**config.mk**
```make
export PLATFORM = sky130hd
export DESIGN_NAME = bea_ring
export DESIGN_NICKNAME = d
export VERILOG_FILES = /design/src/bea_pkg.sv /design/src/bea_ring.sv
export SDC_FILE = /design/constraint.sdc
export NUM_CORES = 2
export LEC_CHECK = 0
export BUFFER_PORTS_ARGS = -buffer_cell sky130_fd_sc_hd__clkbuf_2
export CORE_MARGIN = 1
export CORE_UTILIZATION = 62
export CTS_CLUSTER_SIZE = 24
export DETAILED_ROUTE_END_ITERATION = 7
export PLACE_DENSITY = 0.78
export SLEW_MARGIN = 5
export SYNTH_ARGS = -nofsm -noshare
export SYNTH_HDL_FRONTEND = slang
export SYNTH_SLANG_ARGS = --single-unit
```
**constraint.sdc**
```tcl
create_clock -name i_clk -period 7.4 [get_ports i_clk]
set_input_delay 1.48 -clock i_clk [delete_from_list [all_inputs] [get_ports i_clk]]
set_output_delay 1.48 -clock i_clk [all_outputs]
set_load 0.01 [all_outputs]
```
**src/bea_pkg.sv**
```systemverilog
// Shared types, codes and constants of the band energy autocorrelator.
package bea_pkg;

    localparam int DEF_DEPTH     = 32;
    localparam int DEF_FRAC_BITS = 6;
    localparam int NORM_BITS     = 20;
    localparam int SLOT_W        = 6;
    localparam int ENERGY_W      = 32;
    localparam int FREQ_W        = 16;
    localparam int MAG_W         = 16;
    localparam int LEN_W         = 7;
    localparam int CFG_IDX_W     = 3;
    localparam int CFG_DATA_W    = 16;
    localparam int CORR_W        = 16;
    localparam int CORR_FRAC     = 15;
    localparam int LAG_W         = 6;

    localparam logic [1:0] KIND_BIN   = 2'd0;
    localparam logic [1:0] KIND_REQ   = 2'd1;
    localparam logic [1:0] KIND_CLEAR = 2'd2;

    localparam logic [1:0] BAND_RED   = 2'd0;
    localparam logic [1:0] BAND_GREEN = 2'd1;

    localparam logic [CFG_IDX_W-1:0] REG_RED_LO   = 3'd0;
    localparam logic [CFG_IDX_W-1:0] REG_RED_HI   = 3'd1;
    localparam logic [CFG_IDX_W-1:0] REG_GREEN_LO = 3'd2;
    localparam logic [CFG_IDX_W-1:0] REG_GREEN_HI = 3'd3;
    localparam logic [CFG_IDX_W-1:0] REG_BLUE_LO  = 3'd4;
    localparam logic [CFG_IDX_W-1:0] REG_BLUE_HI  = 3'd5;
    localparam logic [CFG_IDX_W-1:0] REG_ACT_LEN  = 3'd6;
    localparam logic [CFG_IDX_W-1:0] REG_MIN_FRM  = 3'd7;

    typedef struct packed {
        logic [1:0]        kind;
        logic [FREQ_W-1:0] bin_frequency;
        logic [MAG_W-1:0]  bin_magnitude;
        logic              last_bin;
        logic [1:0]        band_select;
    } t_in_item;

    typedef struct packed {
        logic [LAG_W-1:0]         lag_index;
        logic signed [CORR_W-1:0] correlation;
        logic                     last_lag;
        logic                     history_ready;
        logic                     flat_signal;
    } t_out_item;

    typedef struct packed {
        logic [ENERGY_W-1:0] red;
        logic [ENERGY_W-1:0] green;
        logic [ENERGY_W-1:0] blue;
    } t_energy;

    typedef struct packed {
        logic [SLOT_W-1:0] rd_addr;
        logic              wr_en;
        logic [SLOT_W-1:0] wr_addr;
        t_energy           wr_data;
        logic              inval_en;
        logic [SLOT_W-1:0] inval_addr;
        logic              clear_all;
    } t_ring_ctl;

endpackage

```
**src/bea_ring.sv**
```systemverilog
// Ring of per-frame band energies with per-slot valid bits.
module bea_ring
#(
    parameter int DEPTH = bea_pkg::DEF_DEPTH
) (
    input  logic               i_clk,
    input  logic               i_rst_n,
    input  bea_pkg::t_ring_ctl i_ctl,
    output bea_pkg::t_energy   o_rd_data
);
    import bea_pkg::*;

    localparam int AW = $clog2(DEPTH);

    t_energy          r_mem [DEPTH];
    t_energy          r_rd;
    logic             r_rd_valid;
    logic [DEPTH-1:0] r_valid;
    logic [DEPTH-1:0] n_valid;

    always_ff @(posedge i_clk) begin
        if (i_ctl.wr_en) begin
            r_mem[i_ctl.wr_addr[AW-1:0]] <= i_ctl.wr_data;
        end
        r_rd <= r_mem[i_ctl.rd_addr[AW-1:0]];
    end

    always_comb begin
        n_valid = r_valid;
        if (i_ctl.clear_all) begin
            n_valid = '0;
        end else begin
            if (i_ctl.wr_en) begin
                n_valid[i_ctl.wr_addr[AW-1:0]] = 1'b1;
            end
            if (i_ctl.inval_en) begin
                n_valid[i_ctl.inval_addr[AW-1:0]] = 1'b0;
            end
        end
    end

    always_ff @(posedge i_clk) begin
        if (!i_rst_n) begin
            r_valid    <= '0;
            r_rd_valid <= 1'b0;
        end else begin
            r_valid    <= n_valid;
            r_rd_valid <= r_valid[i_ctl.rd_addr[AW-1:0]];
        end
    end

    assign o_rd_data = r_rd_valid ? r_rd : '0;

endmodule

```
Yosys cells after proc, flatten, opt, wreduce, memory -nomap -nowiden
Memory sizes are Yosys's and may differ from the RTL's. A register that Yosys moved wholly into a read port is not among the register bits.
Index checks and enable logic that the tools add are counted.
- register bits after elaboration: 33
- RAM bits: 3072
- bits of input ports: 119
- logic and storage cells: 27
- output and inout bits: 96
- memories kept: 1
- bitwise operators: 4
- magnitude comparators: 5
- multiplexer cells: 12
- reductions and logical operators: 3
- memories (name ; words ; bits a word ; rd ports ; clocked after memory_dff ; wr ports ; line ; source):
    r_mem ; 32 ; 96 ; 1 ; 1 ; 1 ; bea_ring.sv:15 ; t_energy r_mem [DEPTH];
- operator list (kind ; count):
    $mux 32 ; 3
    $mux 96 ; 1
    $and 32x32->32 ; 1
    $not 32->32 ; 1
    $or 32x32->32 ; 1
    $lt 5x6->1 const B ; 3
    $demux 1 s5 ; 2
    $ge 5x1->1 const B ; 2
    $bmux 1 s5 ; 1
    $mux 1 ; 5
    $logic_and 1x1->1 ; 2
    $reduce_or 2->1 ; 1
    $not 1->1 ; 1

Depth between registers and ports, before layout
- depth after elaboration: 9
- depth in mapped cells: 8
- depth with buffers taken out: 4

Worst setup path after synthesis
Ideal clock, no wire load.
- path type: input to register
- start: input port i_ctl[105] (netlist bit)
- end: register r_valid[12]
- data arrival time: 6.831 ns
- buffers on the path: 1
- data required time: 7.324 ns
- path slack: 0.492 ns
- stages: 4
- setup time: 0.076 ns
- cell sequence: or3b_2 -> clkbuf_1 -> nor2_1 -> o221a_2
- cells in the longest elaborated chain, start to end: 9
- elaborated cells on any way between the ends: 10
- classes of those cells: order compare: 2; mux: 5; bitwise: 2; reduce/logical: 1
- ends and longest elaborated chain (item ; line ; source):
    from (decl) ; bea_ring.sv:8 ; input bea_pkg::t_ring_ctl i_ctl,
    $lt 5x6->1 (implied by the code) or $ge 5x1->1 (tied branches) ; bea_ring.sv:34 ; n_valid[i_ctl.wr_addr[AW-1:0]] = 1'b1;
    $logic_and 1x1->1 (implied by the code) ; bea_ring.sv:34 ;
    $mux 1 (implied by the code) ; bea_ring.sv:34 ;
    $demux 1 s5 (*) ; bea_ring.sv:34 ;
    $or 32x32->32 (no source line) (*) ; -- ;
    $mux 32 (*) ; bea_ring.sv:33 ; if (i_ctl.wr_en) begin
    $mux 32 (*) ; bea_ring.sv:30 ; if (i_ctl.clear_all) begin
    $and 32x32->32 (no source line) ; -- ;
    $mux 32 (*) ; bea_ring.sv:36 ; if (i_ctl.inval_en) begin
    to (signal assigned) ; bea_ring.sv:47 ; r_valid <= n_valid;
    to (decl) ; bea_ring.sv:18 ; logic [DEPTH-1:0] r_valid;
Mark *: on every way between the ends. The rest lies on a longest branch, timed or not. The select of a mux whose other input is x is not followed.
A chain may end at the register's enable or synchronous reset.

==> run_results.csv <==
group,metric,value,unit
synth,ys.flop_type,"edfxtp_1",
finish,nets,5234,
placed_design,placed_cells,7319,
timing,fin_crit_sh,62.2,%
timing,slew_headroom,13.4,%
die,ios,215,
worst_setup_path,crit_type,"register to output pin",
die,dieWidth,442,um
worst_setup_path,cp.arrival,3130,ps
synth,yosys_warnings,0,
worst_setup_path,cp-end-kind,"output pin",
clock_tree,ctsResizeCount,0,
pwr,power_density,280,mW/mm^2
placed_design,place_ws,2890,ps
timing,tightest_slew,1290,ps
synth,async_reset_ff_share,0,%
clock_tree,postCtsHoldBufs,0,
placed_design,io_buffers,211,
pwr,total_power,37.8,mW
synth,syn-num-nets,4826,
routing,vias,57100,
die,rows,161,
timing,skew,41.9,ps
routing,routed_wirelength,309000,um
clock_tree,post_cts_buffers,0,
global_route,antenna_found_initial,33,
pwr,p_leak,42.3,nW
clock_tree,cts.clk_slew.worst_paths,60,ps
worst_setup_path,startpoint_type,"register",
synth,yosys-top-cells-area,"edfxtp_1 (77%), mux4_2 (18%), dfxtp_1 (2.1%)",
die,die_h,442,um
synth,synth_compound_area_share,0.324,%
job,maxCapViolCount,0,
clock_tree,cts_buffer_depth,4,
worst_setup_path,cp.required,5920,ps
hold_path,hold_path.class,"register to register",
clock_tree,ctsRootBufferMaster,"clkbuf_16",
worst_setup_path,reg2reg_slack,5420,ps
clock_tree,cts_tree,"yes",
timing,period_minus_slack,4610,ps
die,core-area,0.193,mm^2
synth,synthMuxAreaShare,19.1,%
routing,drtAntennaViolNets,0,
clock_tree,htree_num_levels,5,
die,die_area,0.196,mm^2
routing,drc,0,
synth,synth_top_family_by_area,"multiplexers",
placed_design,place.gp.congestion,0.746,
synth,synth_edf_count,3072,
timing,fmax,217,MHz
global_route,grtUsageTotal,32.0,%
global_route,grt_start_max_net_pins,117,
synth,ys_top_cells_by_count,"edfxtp_1 (3,072), mux4_2 (967), dfxtp_1 (129)",
routing,dr.pass1.iters,6,
synth,synthesis.area,0.120,mm^2
timing,fin_setup_tns,0,ps
status,status,"finished clean",
finish,finalNonFillerCells,7900,
finish,drive_gt1_share,35.5,%
timing,setup_slack,2790,ps
timing,final-max-slew-violation-count,0,
routing,post_drt_wl_per_cell,39.1,um
synth,synth_cell_types,25,
synth,postSynthAreaPerCell,25.5,um^2
clock_tree,cts_buffers,320,
pwr,ir_worst_vdd,0.000220,V
clock_tree,insertion_delay,940,ps
synth,synth.largest_area_cell,"edfxtp_1",
timing,whs,540,ps
global_route,grt_remaining_overflow,0,
clock_tree,clock-sinks,3201,
synth,synth_xor_area_share,0,%
worst_setup_path,crit_fanout,62,
routing,vias_per_cell,7.23,
synth,synthDominantCellAreaShare,76.8,%
synth,ys_seq_elements,3201,
synth,netlist_instances,4707,
finish,fillers,10300,
synth,seq_area_frac_synth,78.9,%
timing,rsz0062_at_grt,"no",
global_route,grt_pass1_wl,436000,um
die,initial_core_util,62.4,%
finish,synthToLayoutAreaGrowth,12.3,%
synth,synth_adder_area_share,0,%
placed_design,hpwl,132000,um
routing,drt_iter0_markers,8017,
global_route,grt_pass1_vias,59200,
timing,hold_viol,0,
timing,setup_violations,0,
synth,synth_most_common_cell,"edfxtp_1",
synth,synthSimpleGateAreaFrac,0.779,%
-- final timing paths --
path,from,to,cells after the start
setup / recovery,r_rd_valid$_SDFF_PN0_,o_rd_data[55],3
hold / removal,r_valid[13]$_SDFF_PP0_,r_valid[13]$_SDFF_PP0_,1
setup reg to reg,r_mem[2][86]$_DFFE_PP_,r_rd[86]$_DFF_P_,3
hold reg to reg,r_valid[13]$_SDFF_PP0_,r_valid[13]$_SDFF_PP0_,1
-- final cells by class --
| class | instances | area, um^2 | share of cell area, % |
|---|---|---|---|
| tap | 2526 | 3160 | 2.34 |
| antenna | 21 | 52.6 | 0.0389 |
| multi-input combinational | 1263 | 24500 | 18.1 |
| clock buffer | 418 | 8660 | 6.42 |
| timing repair buffer | 329 | 2500 | 1.85 |
| sequential | 3201 | 94800 | 70.3 |
| clock inverter | 142 | 1320 | 0.977 |
-- layout by cell type, fill, tap and decap left out, drive strengths merged, types with 2 or more instances in the layout --
cell and n:
and2 96, clkbuf 625, or3 2, buf 122, bufinv 23, clkinvlp 18
or3b 6, mux2 96, nor2b 2, nand2 2, mux2i 4, dfxtp 129
nor2 34, mux4 967, edfxtp 3072, nand3b 10, inv 6, o221a 32
diode 21, nand3 5, nand2b 2, clkinv 95
-- per-layer routing --
| layer | part of all wire, % | up-vias | global-route usage (%) | wire length [um] |
|---|---|---|---|---|
| met5 | 0.040 | - | 0 | 122 |
| met4 | 4.8 | 18 | 15.0 | 14900 |
| met3 | 11 | 886 | 6.43 | 33400 |
| met2 | 51 | 4699 | 53.6 | 157000 |
| met1 | 33 | 30200 | 40.8 | 103000 |
| li1 | - | 21300 | - | - |
-- flip-flops by register name (all words and copies together), names as in the netlist --
register and count:
r_valid 32, r_mem 3072, r_rd 96, r_rd_valid 1
-- cells by family (layout without fill, tap and decap cells) --
kind of cell           after synthesis  in the layout
DFF                               3201           3201
and+or+nand+nor                    160            160
buffers and inverters              243            889
other                                0             21
AOI/OAI and AO/OA                   36             36
muxes                             1067           1067
-- worst max-delay path, stage by stage, from the launching register on --
cell and delay (ps):
dfxtp_4 990, buf_4 650, and2_1 340, clkbuf_2 170
-- where the power goes --
group | switching (mW) | internal, mW | leakage, nW
registers | 0.115 | 20.1 | 28.8
clock network | 6.77 | 9.05 | 4.84
logic | 0.960 | 0.751 | 8.74
total | 7.85 | 29.9 | 42.3
-- through the flow --
step / util (%) / cell area (um^2)
floorplan: - / 120000
global placement: 64.9 / 125000
detailed placement: 64.9 / 125000
CTS: 70.1 / 135000
global route: 70.1 / 135000
finish: 70.1 / 135000
Power figures use the tool's default switching activity.
