`src/bea_divider.sv`:
```
// Shared restoring divider, one quotient bit per cycle.
module bea_divider #(
    parameter int DDW = 64,
    parameter int DSW = 48
) (
    input  logic           i_clk,
    input  logic           i_rst_n,
    input  logic           i_start,
    input  logic [DDW-1:0] i_dividend,
    input  logic [DSW-1:0] i_divisor,
    output logic           o_done,
    output logic [DDW-1:0] o_quotient
);
    localparam int CW = $clog2(DDW + 1);

    logic           r_busy;
    logic           r_done;
    logic [CW-1:0]  r_cnt;
    logic [DSW-1:0] r_rem;
    logic [DSW-1:0] r_dsor;
    logic [DDW-1:0] r_quo;
    logic [DSW:0]   rem_sh;
    logic           fits;

    assign rem_sh = {r_rem, r_quo[DDW-1]};
    assign fits   = rem_sh >= {1'b0, r_dsor};

    always_ff @(posedge i_clk) begin
        if (!i_rst_n) begin
            r_busy <= 1'b0;
            r_done <= 1'b0;
            r_cnt  <= '0;
        end else begin
            r_done <= 1'b0;
            if (i_start) begin
                r_busy <= 1'b1;
                r_cnt  <= CW'(DDW - 1);
            end else if (r_busy) begin
                if (r_cnt == '0) begin
                    r_busy <= 1'b0;
                    r_done <= 1'b1;
                end else begin
                    r_cnt <= r_cnt - 1'b1;
                end
            end
        end
    end

    always_ff @(posedge i_clk) begin
        if (i_start) begin
            r_rem  <= '0;
            r_dsor <= i_divisor;
            r_quo  <= i_dividend;
        end else if (r_busy) begin
            r_rem <= fits ? DSW'(rem_sh - {1'b0, r_dsor}) : DSW'(rem_sh);
            r_quo <= {r_quo[DDW-2:0], fits};
        end
    end

    assign o_done     = r_done;
    assign o_quotient = r_quo;

endmodule

```
`config.mk`:
```
export PLATFORM = sky130hd
export DESIGN_NAME = bea_divider
export DESIGN_NICKNAME = d
export VERILOG_FILES = /design/src/bea_divider.sv
export SDC_FILE = /design/constraint.sdc
export NUM_CORES = 1
export LEC_CHECK = 0
export ABC_AREA = 1
export BUFFER_PORTS_ARGS = -buffer_cell sky130_fd_sc_hd__buf_2
export CORE_AREA = 2 2 172 174
export DETAILED_ROUTE_END_ITERATION = 16
export DIE_AREA = 0 0 174 176
export PLACE_DENSITY_LB_ADDON = 0.08
export RECOVER_POWER = 25
export SYNTH_ARGS = -nofsm -noshare
export SYNTH_HDL_FRONTEND = slang
export SYNTH_SLANG_ARGS = --single-unit
```
`constraint.sdc`:
```
create_clock -name i_clk -period 3.1 [get_ports i_clk]
set_input_delay 0.775 -clock i_clk [delete_from_list [all_inputs] [get_ports i_clk]]
set_output_delay 0.775 -clock i_clk [all_outputs]
set_load 0.01 [all_outputs]
```
## After elaboration in Yosys (flattened, before gate mapping)

Index checks and enable logic that the tools add are counted.

| cells by class | value |
|---|---|
| add/sub/neg operators | 2 |
| order comparisons | 1 |
| equality and inequality tests | 1 |
| mux-type cells | 10 |
| bitwise operators | 3 |
| reductions and logical operators | 6 |

Operators by type and width:

| cell | count |
|---|---|
| two-way mux 64 bit | 2 |
| >= comparator 49 x 48 -> 1 bit | 1 |
| two-way mux 48 bit | 1 |
| subtractor 48 bit | 1 |
| two-way mux 6 bit | 3 |
| logical NOT 7 bit | 1 |
| subtractor 7 x 1 -> 7 bit (second input constant) | 1 |
| two-way mux 1 bit | 4 |
| AND reduction 2 bit | 2 |
| NOT 1 bit | 3 |
| OR reduction 3 bit | 1 |
| != test 2 bit (second input constant) | 1 |
| nonzero test 2 bit | 1 |
| OR reduction 2 bit | 1 |

| word-level totals | value |
|---|---|
| flip-flop bits (word level) | 169 |
| bits of input ports | 115 |
| output and inout port bits | 65 |
| word-level logic and storage cells | 30 |

## Logic depth before layout (Yosys ltp)

Gate-level depths: netlist (run 1).

| depth | value |
|---|---|
| depth in word-level cells | 4 |
| mapped depth | 18 |
| depth with buffers taken out | 17 |

## Worst setup path before layout (run 1)

No wires, ideal clock.

| timing path | value |
|---|---|
| path type | input to register |
| from | input port i_start |
| to | register r_quo[0], in the netlist o_quotient[0] (enable) |
| library setup time | 0.418 ns |
| data arrival time | 2.717 ns |
| data required time | 2.682 ns |
| slack | -0.035 ns |
| stages | 5 |
| buffers on the path | 3 |
| path through | clkbuf_1 nor2_1 clkbuf_1 clkbuf_1 inv_1 |

| on the way | value |
|---|---|
| cells in the longest elaborated chain, start to end | 1 |

RTL lines:

| what | RTL line | source |
|---|---|---|
| from (decl) | 8 | `input logic i_start,` |
| nonzero test 2 bit (no source line) | -- |  |
| to (signal assigned) | 53 | `r_quo <= i_dividend;` |
| to (signal assigned) | 56 | `r_quo <= {r_quo[DDW-2:0], fits};` |
| to (decl) | 21 | `logic [DDW-1:0] r_quo;` |

No other way between the ends.
A chain may end at the register's enable or synchronous reset.

## Worst setup path in the final report (run 1)

| timing path | value |
|---|---|
| from | register r_dsor[8] |
| to | register r_rem[40] |

| on the way | value |
|---|---|
| cells in the longest elaborated chain, start to end | 2 |
| elaborated cells between the ends (all ways) | 3 |
| classes of those cells | add/sub (1); order compare (1); mux (1) |

RTL lines:

| what | RTL line | source |
|---|---|---|
| from (decl) | 20 | `logic [DSW-1:0] r_dsor;` |
| from (signal assigned) | 52 | `r_dsor <= i_divisor;` |
| subtractor 48 bit or >= comparator 49 x 48 -> 1 bit (tied branches) | 55, 26 |  |
| two-way mux 48 bit * | 55 | `r_rem <= fits ? DSW'(rem_sh - {1'b0, r_dsor}) : DSW'(rem_sh);` |
| to (signal assigned) | 55 |  |
| to (decl) | 19 | `logic [DSW-1:0] r_rem;` |

Mark *: on every way between the ends. The rest lies on a longest branch, timed or not.

==> impl_results.md, run 1 <==
- Final period util: 87.4%
- Yosys Warn Count: 0
- CP Data Required Time: 3.46 ns
- Post-synthesis cell area: 11400 um2
- Largest net degree at the start of global routing: 85
- Vias per cell: 4.66
- Most frequent CP cell: nand2_1
- Layout area overhead: 16.9%
- Worst Max-Slew Pin Slew: 1.83 ns
- RD Place Congestion: 0.908
- Comb power frac: 13.2%
- Share of layout cells above drive strength 1: 13.1%
- Register bit total from synthesis: 169
- Crit Path Category: flip-flop to flip-flop
- Crit-path max cell delay: 0.47 ns
- Wirelength, routed: 33300 um
- M1 wire length: 15600 um
- Initial antenna violation count: 0
- Met3 routed WL: 2190 um
- Sequential Power Share: 46.8%
- Total negative slack: 0 ns
- Rel. slew slack: -22.0%
- Int Power: 4.03 mW
- Setup-failing EPs final: 0
- Worst Setup Start Kind: flip-flop
- Final WS setup: 0.391 ns
- Outcome: finished with violations
- RSZ-0062 raised after global routing: false
- Final Critical Period: 2.71 ns
- Fin. Hold Viols: 0
- Clock power frac: 40.1%
- Die height: 176 um
- Vias: 10600
- Syn Area/Cell: 6.64 um2
- Leading area contributor after synthesis: edfxtp_1
- H-Tree Level Count: 4
- N_diodes: 0
- Highest-count cells in the layout ignoring fill and taps: nand2_1 (770), inv_1 (330), buf_2 (178)
- Synth Net Count: 1884
- I/O Pins: 180
- Max IR drop VDD: 388 uV
- Slowest cell on crit path: buf_4
- Leakage: 7.27 nW
- CTS tree: done
- # resized after CTS: 0
- Vias in the first global route: 10100
- Cells after Synth: 1718
- Clock sinks: 169
- Max clock buf depth: 2
- Worst-path cell chain: inv_1 > ha_1 > nand2_1 > inv_1 > nand2_1 > nand2_1 > inv_1 > nand3_2 > nand2_1 > nand2_1 > nand2_2 > buf_4 > nand4_1 > nand3_1 > nand2_1
- Crit path capture type: flip-flop
- Power per cell area: 425 nW/um2
- DR iter-0 viols: 620
- Clock-pin slew on the worst setup and hold paths: 0.08 ns
- First-pass GRT wire length: 53800 um
- Sequential area share after synthesis: 39.5%
- # port buffers: 179
- Setup bufs post-CTS: 0
- Clock Latency Late Sink: 0.46 ns
- Peak Freq: 369 MHz
- Min-delay worst type: flip-flop to flip-flop
- Failing checks: max-capacitance violations, max-slew violations
- Max-cap viol count: 1
- # DRC: 0
- Sw frac: 29.0%
- First-pass iteration count of the detailed router: 9
- Hold_buf cts: 0
- Initial Util: 40.0%
- Die Wd: 174 um
- Num CTS Buffers: 17
- Commonest non-fill, non-tap cell in the layout: nand2_1
- Die area: 30600 um2
- Routed met2 length: 15100 um
- Core area: 28500 um2
- Top cells by area, synth: edfxtp_1 (29%), nand2_1 (25%), inv_1 (11%), dfxtp_1 (10%), ha_1 (5.5%)
- Highest Signal Layer: met4
- Dpl ws: 0.329 ns
- Gr ovfl total: 0
- Critical path fanouts, max: 48
- Total Nets Final: 2048
- Row cnt: 62
- Drt wl/cell: 14.6 um
- Psw: 1.65 mW
- Final antenna-violating net count: 0
- Post-synthesis cell type count: 35
- Dpl hpwl: 25400 um
- Worst EP arrival: 3.07 ns
- Pins Over Slew Limit: 85
- Global router's overall resource usage: 22.3%
- CTS Root Cell: clkbuf_16
- Synth top area share: 29.5%
- Fin Clk Skew: 0.0133 ns
-- final timing paths --
check,from,to,slack (ns),cells past startpoint
worst max-delay path,r_dsor[8],r_rem[40],0.39,15
worst min register to register,r_rem[39],r_rem[39],0.48,2
worst min-delay path,r_rem[39],r_rem[39],0.48,2
worst max register to register,r_dsor[8],r_rem[40],0.39,15
-- cell type report --
type	instances	area, um2
sequential	169	4500
multi-input combinational	1169	5450
clock inverter	15	196
timing repair buffer	191	1020
fill	3132	15200
tap	384	480
inverter	334	1260
clock buffer	17	425
-- flip-flops by register name, indices dropped and copies added, names as in the netlist --
signal,flops
o_quotient,64
r_dsor,48
r_rem,48
r_cnt,7
o_done,1
r_busy,1
-- critical path: cells and delay by family, from the launching register on --
family / cells / cell delay [ns]
and+or+nand+nor: 10 / 1.28
adders and majority gates: 1 / 0.34
buffers and inverters: 4 / 0.64
DFF: 1 / 0.32
-- power by group through the flow --
stage	clock network [mW]	registers (mW)	logic [mW]
after floorplan	0	2.73	0.399
after global placement	0	2.70	0.757
after detailed placement	0	2.70	0.758
after CTS	2.34	2.66	0.758
after global routing	2.42	2.67	0.847
final	2.27	2.65	0.748
-- through the flow --
| stage | instance area [um2] | hold WS, ns | std cells | util, % | power [mW] |
|---|---|---|---|---|---|
| final | 13300 | 0.476 | 2279 | 46.7 | 5.67 |
| after global routing | 13300 | 0.456 | 2279 | 46.7 | 5.94 |
| after CTS | 13300 | 0.457 | 2279 | 46.8 | 5.76 |
| after detailed placement | 12700 | 0.465 | 2247 | 44.6 | 3.46 |
| after global placement | 12700 | 0.461 | 2247 | 44.6 | 3.46 |
| after floorplan | 11400 | 0.449 | 1718 | - | 3.13 |
-- per-layer routing --
layer,track usage (%),vias up
li1,-,5599
met1,29.4,4719
met2,36.7,267
met3,6.12,26
met4,5.25,0
met5,0,-
-- cell usage after synthesis (all sizes together) --
master	number
buf	22
nand3b	5
and2	3
inv	333
edfxtp	112
fa	1
nor3	7
o21ai	2
a31oi	3
nand2	773
ha	50
nor3b	2
nand3	95
nor2	103
nor4	2
clkinv	1
xor2	3
dfxtp	57
a21oi	31
o21bai	2
xnor2	22
nand4	64
clkbuf	24
o21a	1
-- logic make-up after synthesis --
family	count (synthesis)	synth area share, %
flops	169	39.5
simple gates	1054	38.1
fa+ha+maj	51	5.66
buf+inv	380	13.0
xor+xnor	25	1.92
compound gates	39	1.84
(Power assumes the default switching activity.)
==> run 2: changes to the inputs <==
--- a/config.mk
+++ b/config.mk
@@ -7,9 +7,10 @@
 export LEC_CHECK = 0
 export ABC_AREA = 1
 export BUFFER_PORTS_ARGS = -buffer_cell sky130_fd_sc_hd__buf_2
-export CORE_AREA = 2 2 172 174
+export CORE_AREA = 2 2 242 125
 export DETAILED_ROUTE_END_ITERATION = 16
-export DIE_AREA = 0 0 174 176
+export DIE_AREA = 0 0 244 127
+export GPL_TIMING_DRIVEN = 0
 export PLACE_DENSITY_LB_ADDON = 0.08
 export RECOVER_POWER = 25
 export SYNTH_ARGS = -nofsm -noshare
==> run 2 against run 1 <==
  * The flow now finishes without violations
  * Largest power group unchanged
  * Count of clock-buffer cells in the layout up 1
  * First-iteration DRC count is 43% higher
  * Sequential power about the same
  * Combinational power rose by 1%
  * Final cell count rose by 2.1%
  * Critical path depth grew 1
  * Wire length is 0.91% higher
  * Sequential share of layout area fell by 0.36 points
==> impl_results.md, run 2 (synthesis gave the netlist of run 1 again) <==
- Outcome: finished, final reports clean
- Hold_buf cts: 0 (unchanged)
- RD Place Congestion: 0.945 (+4.0%)
- Final Critical Period: 2.78 ns (+0.0750 ns)
- Setup-failing EPs final: 0 (unchanged)
- CP Data Required Time: 3.44 ns (-0.02 ns)
- First-pass iteration count of the detailed router: 5 (-4)
- Share of layout cells above drive strength 1: 13.2% (+0.10 points)
- Critical path fanouts, max: 10 (-79%)
- Row cnt: 44 (-29%)
- Rel. slew slack: 48.3% (+70 points)
- Worst EP arrival: 3.13 ns (+0.06 ns)
- Die height: 127 um (-28%)
- R2R cell count: 16 (+1)
- Clock sinks: 169 (unchanged)
- Die area: 31000 um2 (+1.2%)
- Crit Path Category: flip-flop to flip-flop
- H-Tree Level Count: 4 (unchanged)
- Final period util: 89.8% (+2.4 points)
- Max-cap viol count: 0 (-1)
- Max clock buf depth: 2 (unchanged)
- Initial antenna violation count: 4 (+4)
- Dpl hpwl: 26700 um (+5.1%)
- Worst Setup Start Kind: flip-flop
- Clock Latency Late Sink: 0.45 ns (about the same)
- Cells after DPL: 2289 (+1.9%)
- First-pass GRT wire length: 54500 um (+1.4%)
- Filler cells: 3108 (-0.77%)
- Highest-count cells in the layout ignoring fill and taps: nand2_1 (770), inv_1 (329), buf_2 (186)
- Global router's overall resource usage: 22.4% (+0.10 points)
- Worst Max-Slew Pin Slew: 0.775 ns (-1.05 ns)
- Max IR drop VDD: 397 uV (+2.1%)
- Layout area overhead: 18.1%
- Num CTS Buffers: 17 (unchanged)
- Min-delay worst type: flip-flop to flip-flop
- I/O Pins: 180 (unchanged)
- Drt wl/cell: 14.5 um (-1.1%)
- Final Instance Count excl. Fillers: 2326 (+2.1%)
- Die Wd: 244 um (+40%)
- Wirelength, routed: 33600 um (+0.91%)
- Core area: 28700 um2 (+0.47%)
- Crit path capture type: flip-flop
- Fin Clk Skew: 0.0121 ns (-0.00121 ns)
- Commonest non-fill, non-tap cell in the layout: nand2_1
- CTS tree: done
- # DRC: 0 (unchanged)
- Power per cell area: 427 nW/um2 (+0.25%)
- CTS Root Cell: clkbuf_16
- Peak Freq: 359 MHz (-2.7%)
- Largest net degree at the start of global routing: 50 (-41%)
- RSZ-0062 raised after global routing: false
- Clock-pin slew on the worst setup and hold paths: 0.07 ns (about the same)
- Vias per cell: 4.63 (-0.48%)
- Vias: 10800 (+1.6%)
- Initial Util: 39.8% (-0.19 points)
- Final antenna-violating net count: 0 (unchanged)
- Post-Place Cell Area: 12800 um2 (+0.72%)
- # port buffers: 179 (unchanged)
- Gr ovfl total: 0 (unchanged)
- Fin. Hold Viols: 0 (unchanged)
- Max FFs per register: 64 (unchanged)
- Vias in the first global route: 10300 (+1.7%)
- Pins Over Slew Limit: 0 (-100%)
- Leakage: 7.33 nW (+0.77%)
- Design Area, Final: 13500 um2 (+1.1%)
- Total Nets Final: 2086 (+1.9%)
- DR iter-0 viols: 888 (+43%)
- Worst hold stages: 2 (unchanged)
run 2: cell types whose count changed in the layout (fill, tap and decap cells not counted), sizes merged:
cell,previous run,this run
inv,341,342
clkinvlp,2,3
clkbuf,18,44
bufinv,1,3
buf,190,202
diode,0,2
clkinv,5,1
run 2: repair_timing:
item | in CTS | in global routing
endpoints found under the setup margin | 64 | 53
gates resized for setup | 3 | 1
setup buffers | 0 | 2
cloned | 1 | 0
hold endpoints to repair | 0 | 0
run 2: worst max-delay path, stage by stage, from the launching register on:
cell	delay (ns)
edfxtp_1	0.36
inv_1	0.08
ha_1	0.28
nand2_1	0.14
inv_1	0.05
nand2_1	0.06
nand2_1	0.07
nand2_1	0.07
nand2_1	0.10
inv_1	0.07
nand2_1	0.12
a21oi_2	0.29
buf_4	0.29
buf_2	0.27
nand4_1	0.18
nand3_1	0.18
nand2_1	0.07
run 2: per-layer routing:
metal	share of wire [%]	GRT usage (%)
met1	52	33.0
met4	0.88	4.09
met5	0.039	0
met3	7.0	5.67
met2	40	33.5
run 2: through the flow:
step	hold slack, ns	total power [mW]	setup TNS, ns	setup WS (ns)	utilization [%]
after CTS	0.470	5.81	0	0.144	46.9
final	0.471	5.75	0	0.316	47.0
after detailed placement	0.465	3.45	-73.69	-1.09	44.7
after global placement	0.462	3.45	-121.11	-1.77	44.6
after floorplan	0.449	3.13	0	0.151	-
after global routing	0.467	6.03	0	0.0778	47.0
run 2: final timing paths:
| check | from | to | slack (ns) |
|---|---|---|---|
| setup / recovery | r_dsor[27] | r_rem[46] | 0.32 |
| hold / removal | r_rem[6] | r_rem[6] | 0.47 |
| setup reg to reg | r_dsor[27] | r_rem[46] | 0.32 |
| hold reg to reg | r_rem[6] | r_rem[6] | 0.47 |
run 2: report_power, final:
group          leakage [nW]  switching (mW)  internal (mW)
clock network         0.306            1.03           1.31
logic                  5.43           0.483          0.273
registers              1.59          0.0700           2.58
run 2: layout make-up:
type                       count  area (um2)  share of cell area (%)
antenna                        2        5.00                  0.0371
buffer                        46         229                    1.70
clock buffer                  18         429                    3.18
clock inverter                14         198                    1.47
inverter                     334        1260                    9.33
multi-input combinational   1169        5430                    40.3
sequential                   169        4500                    33.4
tap                          391         489                    3.63
timing repair buffer         182         931                    6.91
timing repair inverter         1        7.51                  0.0557
